--- src/hdl/skvt_pkg.sv ---
package skvt_pkg;

   localparam int CAPACITY_DEFAULT = 64;
   localparam int KEY_W            = 32;
   localparam int VALUE_W          = 32;

   // Codes of the operation field.
   localparam logic OP_LOOKUP = 1'b0;
   localparam logic OP_SET    = 1'b1;

   typedef enum logic [1:0] {
      ST_IDLE,
      ST_CMP,
      ST_ACT
   } state_type;

   // Broadcast from the controller to every cell of the chain.
   typedef struct packed {
      logic                      cmp_en;
      logic                      update_en;
      logic                      insert_en;
      logic [KEY_W-1:0]          key;
      logic signed [VALUE_W-1:0] value;
   } cell_ctl_type;

endpackage

--- src/hdl/skvt_cell.sv ---
module skvt_cell
   import skvt_pkg::*;
(
   input  logic                      clock,
   input  cell_ctl_type              ctl,
   input  logic                      occupied,
   input  logic [KEY_W-1:0]          prev_key,
   input  logic signed [VALUE_W-1:0] prev_value,
   input  logic                      prev_lt,
   output logic [KEY_W-1:0]          key_out,
   output logic signed [VALUE_W-1:0] value_out,
   output logic                      lt_out,
   output logic                      eq_out
);

   logic [KEY_W-1:0]          key_ff,   key_in;
   logic signed [VALUE_W-1:0] value_ff, value_in;
   logic                      lt_ff,    lt_in;
   logic                      eq_ff,    eq_in;

   always_comb begin
      key_in   = key_ff;
      value_in = value_ff;
      lt_in    = lt_ff;
      eq_in    = eq_ff;
      if (ctl.cmp_en) begin
         lt_in = occupied && (key_ff < ctl.key);
         eq_in = occupied && (key_ff == ctl.key);
      end
      if (ctl.update_en && eq_ff) begin
         value_in = ctl.value;
      end
      // On insert, cells at or past the insert point move up by one; the
      // first of them takes the new pair.
      if (ctl.insert_en && !lt_ff) begin
         if (prev_lt) begin
            key_in   = ctl.key;
            value_in = ctl.value;
         end else begin
            key_in   = prev_key;
            value_in = prev_value;
         end
      end
   end

   always_ff @(posedge clock) begin
      key_ff   <= key_in;
      value_ff <= value_in;
      lt_ff    <= lt_in;
      eq_ff    <= eq_in;
   end

   assign key_out   = key_ff;
   assign value_out = value_ff;
   assign lt_out    = lt_ff;
   assign eq_out    = eq_ff;

endmodule

--- config.mk ---
export PLATFORM = sky130hd
export DESIGN_NAME = skvt_cell
export DESIGN_NICKNAME = d
export VERILOG_FILES = /design/src/hdl/skvt_pkg.sv /design/src/hdl/skvt_cell.sv
export SDC_FILE = /design/constraint.sdc
export NUM_CORES = 1
export LEC_CHECK = 0
export ABC_CLOCK_PERIOD_IN_PS = 1500
export BUFFER_PORTS_ARGS = -buffer_cell sky130_fd_sc_hd__buf_2
export CAP_MARGIN = 15
export CORE_ASPECT_RATIO = 0.5
export CORE_MARGIN = 2
export CORE_UTILIZATION = 30
export DETAILED_ROUTE_END_ITERATION = 7
export PLACE_DENSITY = 0.63
export SYNTH_ARGS = -nofsm -noshare
export SYNTH_HDL_FRONTEND = slang
export SYNTH_SLANG_ARGS = --single-unit
--- constraint.sdc ---
create_clock -name clock -period 1.5 [get_ports clock]
set_input_delay 0.3 -clock clock [delete_from_list [all_inputs] [get_ports clock]]
set_output_delay 0.3 -clock clock [all_outputs]
set_load 0.01 [all_outputs]
==> flow_summary.yaml, run 1 <==
timing:
  fin_crit_ps: 1740
  hold_viol_final: 0
  timing.hold.ws_ps: 196
  setup_violations: 32
  max_freq_ghz: 0.574
  rsz0062_at_grt: "yes"
  drv_slew: 0
  worstMarginPinSlew_ps: 290
  setup_ws_ps: -241
  setup_tns_ps: -1130
  final.period_utilization_pct: 116
  finClkSkew_ps: 5.06
  relSlewSlack_pct: 80.6
setup_path:
  path_max_fanout: 2
  r2r_start: "key_out[7]"
  criticalPathCategory: "flip-flop to flip-flop"
  r2r_cells: 6
  r2r_slack_ps: -240
  reg2reg_to: "lt_out"
  endpoint: "lt_out"
  cp-start-kind: "flip-flop"
  crit_arrival_ps: 1820
  cp-end-kind: "flip-flop"
  critPathLaunch: "key_out[7]"
  crit_required_ps: 1570
logic_synthesis:
  synth.area.top_cells: "edfxtp_1 (55%), mux2_1 (14%), ha_1 (11%), mux2_2 (6.2%), inv_1 (3.5%)"
  synth_area_um2: 3630
  netlist_instances: 257
  yosysTopAreaCellShare_pct: 54.7
  synth-seq-cells: 66
  netlist_top_cells_count: "edfxtp_1 (66), mux2_1 (44), inv_1 (34), ha_1 (32), mux2_2 (20)"
  synth_edf_count: 66
  yosys_warnings: 0
  synth_top_area_cell: "edfxtp_1"
  ys_types: 29
  avgSynthCellArea_um2: 14.1
  syn_nets: 423
  synth.most_common_cell: "edfxtp_1"
  ys_seq_area_share_pct: 54.7
  async_flop_share_pct: 0
  synth_flop_cell: "edfxtp_1"
placed_design:
  io_buffers: 199
  dp.cells: 640
  dp_slack_ps: -352
  place_hpwl_mm: 7.47
  gp_congestion: 0.768
final_layout:
  fill_cells: 1121
  antenna_cells: 0
  multi_input_area_um2: 1780
  seqCellArea_um2: 1980
  syn_to_final_growth_pct: 55.7
  drive_gt1_share_pct: 65.2
  fin_cells: 656
  final_net_count: 652
global_route:
  antenna_found_initial: 0
  gr-total-overflow: 0
  grt_pass1_vias: 2904
  grt_max_degree: 33
  grt_use_total_pct: 14.0
  grt_pass1_wl_mm: 14.0
die:
  fp.dieW_um: 159
  io_pins: 200
  rows: 28
  die_area_um2: 13000
  die_h_um: 81.7
  core_um2: 11800
  start_util_pct: 30.7
run:
  cap_viol_max_count: 0
clocking:
  cts_buffers: 9
  cts_sinks: 66
  hold_buffers: 0
  clock-root-buffer: "clkbuf_16"
  cts_tree: "built"
  clock_path_buffers: 2
  clock_latency_ps: 330
  path_clk_slew_ps: 60
  htreeDepth: 3
power_and_ir_drop:
  power_w: 0.00529
  p_per_area_nw_per_um2: 938
  vdd_drop_max_mv: 0.459
  p_leak_nw: 2.60
status:
  violations: "setup timing"
  outcome: "finished, violations left"
route:
  num_vias: 2850
  drt_first_pass_iters: 4
  drt-vias-per-instance: 4.34
  routed_wirelength_mm: 9.50
  routedWlPerCell_um: 14.5
  drc: 0
  ant_nets: 0
  drt_iter0_markers: 85
min_path:
  hold_path.class: "input pin to flip-flop"
[metal layers]
metal	GRT usage [%]	part of all wire [%]
met1	16.8	42
met3	4.09	4.3
met4	4.00	0.97
met2	24.9	53
met5	0	0
[through the flow]
step / util, % / cell area (um2)
after global placement: 43.8 / 5170
final: 47.8 / 5650
after CTS: 46.4 / 5480
after floorplan: - / 3790
after global routing: 47.8 / 5650
after detailed placement: 43.8 / 5170
[cell usage in the layout (no fill, tap or decap), types with 3 or more instances in the layout]
cell,n
buf_2,199
edfxtp_1,66
inv_1,33
mux2_4,30
mux2_2,21
ha_1,21
buf_4,17
mux2_1,13
ha_4,11
a21oi_1,9
clkbuf_16,9
nand2_1,8
inv_6,5
buf_6,5
nand4_1,4
buf_12,4
clkinvlp_4,3
a21oi_2,3
a21o_1,3
nor4_2,3
[power breakdown]
group	total [W]	leakage, nW	internal (W)	switching [W]
Clock	0.00201	0.134	0.00115	0.000863
Combinational	0.00103	1.83	0.000560	0.000472
Sequential	0.00225	0.632	0.00220	0.0000538
[state kept, by name (all words and copies together) (netlist names)]
name       cells
key_out       32
value_out     32
eq_out         1
lt_out         1
[cell type report]
cell class	instances	area share (%)
flip-flops and latches	66	35.1
inverters	34	2.33
multi-input cells	150	31.6
clock inverters	7	1.04
repair buffers	225	22.3
well taps	165	3.66
clock buffers	9	3.99
[repair_timing]
item / 4_1_cts / 5_1_grt
gates resized for setup: 6 / 20
endpoints found under the setup margin: 32 / 33
setup buffers: 0 / 1
pin swaps: 1 / 7
[worst min-delay path by stage]
stage / startpoint / cells after the start / to / slack (ps)
3_3_place_gp: ctl[66] / 1 / eq_out / 530
6_report: ctl[66] / 1 / lt_out / 200
4_1_cts: ctl[66] / 1 / lt_out / 180
2_1_floorplan: ctl[66] / 0 / eq_out / 410
3_5_place_dp: ctl[66] / 1 / eq_out / 530
5_1_grt: ctl[66] / 1 / lt_out / 190
[cell families (layout without fill, tap and decap cells)]
| group | Yosys count | after routing | share of synthesized area, % |
|---|---|---|---|
| flip-flops | 66 | 66 | 54.7 |
| multiplexers | 64 | 64 | 19.9 |
| AO/OA/AOI/OAI | 25 | 25 | 4.42 |
| buffers and inverters | 41 | 275 | 5.00 |
| adder cells (fa/ha/maj) | 32 | 32 | 11.0 |
| AND/OR/NAND/NOR | 29 | 29 | 5.00 |
[critical path: stages, from the launching register on]
cell and delay [ps]:
edfxtp_1 430, ha_4 310, nand2_4 50, o21a_1 170
o221a_1 210, o211ai_1 220, a211oi_2 90
Power figures use the tool's default switching activity.
==> run 2: changes to the inputs <==
CTS_CLUSTER_DIAMETER = 40   (was default)
GPL_TIMING_DRIVEN = 0   (was default)
==> run 2 against run 1 <==
  * The run still ends with setup timing left
  * Critical path depth unchanged
  * Cell count down 0.76%
  * Non-clock buffer count down 6
  * Combinational power about the same
  * First-iteration DRC count down 5.9%
  * Setup slack worse by 78 ps
  * Clock power down 5%
  * Sequential share of layout area up 0.15 points
  * Flip-flop and latch count unchanged
  * Critical path type unchanged
  * Largest power group unchanged
  * Highest routed layer unchanged
==> flow_summary.yaml, run 2 (synthesis results as in run 1) <==
final_layout:
  fin_area_um2: 5620
  utilization_pct: 47.6
  final_common_cell: "buf_2"
  drive_gt1_share_pct: 63.2
  seqCellArea_um2: 1980
  antenna_cells: 0
  final_net_count: 647
  fin_cells: 651
  fill_cells: 1111
  multi_input_area_um2: 1740
  syn_to_final_growth_pct: 55.0
  layout_common_cells: "buf_2 (202), edfxtp_1 (66), inv_1 (33), mux2_4 (32), ha_1 (25)"
clocking:
  cts_tree: "built"
  clock-root-buffer: "clkbuf_16"
  path_clk_slew_ps: 60
  cts_sinks: 66
  clock_path_buffers: 2
  clock_latency_ps: 330
  hold_buffers: 0
  cts_buffers: 9
  htreeDepth: 3
route:
  ant_nets: 0
  drt_iter0_markers: 80
  drt-vias-per-instance: 4.39
  num_vias: 2860
  routedWlPerCell_um: 14.8
  routed_wirelength_mm: 9.63
  drt_first_pass_iters: 4
  drc: 0
placed_design:
  place_hpwl_mm: 7.34
  post_dp_cell_area_um2: 4990
  gp_congestion: 0.787
  dp.cells: 620
  io_buffers: 198
timing:
  drv_slew: 0
  setup_tns_ps: -1680
  max_freq_ghz: 0.550
  setup_violations: 17
  final.period_utilization_pct: 121
  fin_crit_ps: 1820
  hold_viol_final: 0
  setup_ws_ps: -319
  worstMarginPinSlew_ps: 333
  relSlewSlack_pct: 77.7
  rsz0062_at_grt: "yes"
  finClkSkew_ps: 4.98
global_route:
  gr-total-overflow: 0
  grt_pass1_vias: 2915
  grt_use_total_pct: 14.7
  grt_pass1_wl_mm: 14.6
  grt_max_degree: 33
  antenna_found_initial: 0
die:
  rows: 28
  die_h_um: 81.7
  fp.dieW_um: 159
  die_area_um2: 13000
  start_util_pct: 30.7
  io_pins: 200
  core_um2: 11800
setup_path:
  reg2reg_to: "lt_out"
  r2r_slack_ps: -320
  r2r_start: "key_out[7]"
  r2r_cells: 6
  crit_required_ps: 1560
  cp-start-kind: "flip-flop"
  crit_arrival_ps: 1880
  path_max_fanout: 2
  criticalPathCategory: "flip-flop to flip-flop"
  cp-end-kind: "flip-flop"
status:
  outcome: "finished, violations left"
  violations: "setup timing"
power_and_ir_drop:
  power_w: 0.00519
  p_per_area_nw_per_um2: 922
  p_leak_nw: 2.59
  vdd_drop_max_mv: 0.511
min_path:
  min_to: "eq_out"
  hold_path.class: "input pin to flip-flop"
  hp-start: "ctl[66]"
  hold_path_depth: 1
run:
  cap_viol_max_count: 0
-- run 2: cell count changes in the layout (fill, tap and decap cells not counted), moves of 2 or more --
cell	change
ha_4	-4
clkinv_4	+2
mux2_4	+2
inv_6	-5
buf_12	+6
ha_1	+4
a21oi_2	-3
buf_6	-4
a21oi_1	+3
buf_2	+3
clkinv_2	+2
buf_4	-12
-- run 2: how the worst max path moves through the flow --
stage	startpoint	endpoint	depth (start not counted)
floorplan	key_out[7]	lt_out	6
global placement	ctl[39]	lt_out	8
detailed placement	ctl[45]	lt_out	8
CTS	key_out[7]	lt_out	6
global route	key_out[31]	lt_out	4
finish	key_out[7]	lt_out	6
-- run 2: stage by stage --
step	hold WS (ps)	setup slack, ps
floorplan	412	-196
global placement	520	-322
detailed placement	522	-361
CTS	174	-304
global route	181	-387
finish	189	-319
-- run 2: timing repair --
action,4_1_cts,5_1_grt
resized for setup,19,5
endpoints found under the setup margin,98,74
setup buffers,10,3
pin swaps,8,3
cloned,4,0
-- run 2: critical path: stages (launching register included) --
cell and delay [ps]:
edfxtp_1 440, ha_4 310, nand2_4 50, o21a_1 170
o221a_1 220, o211ai_1 260, a211oi_2 110
-- run 2: layer usage --
| metal | track usage (%) | vias up | wire [um] |
|---|---|---|---|
| li1 | - | 1409 | - |
| met1 | 17.7 | 1328 | 4010 |
| met2 | 26.1 | 104 | 4920 |
| met3 | 4.09 | 19 | 525 |
| met4 | 5.09 | 0 | 170 |
| met5 | 0 | - | 0 |
-- run 2: area by class of cell --
| cell class | count | share of cell area [%] |
|---|---|---|
| Timing Repair Buffer | 212 | 21.5 |
| Inverter | 34 | 2.34 |
| Clock inverter | 7 | 0.824 |
| Multi-Input combinational cell | 150 | 30.9 |
| Clock buffer | 9 | 4.01 |
| Sequential cell | 66 | 35.3 |
| Tap cell | 165 | 3.67 |
| Timing Repair inverter | 1 | 0.134 |
| Buffer | 7 | 1.42 |
-- run 2: power by group --
| part | switching, W | internal [W] | total (W) |
|---|---|---|---|
| clock network | 0.000797 | 0.00111 | 0.00191 |
| registers | 0.0000500 | 0.00220 | 0.00225 |
| logic | 0.000472 | 0.000559 | 0.00103 |
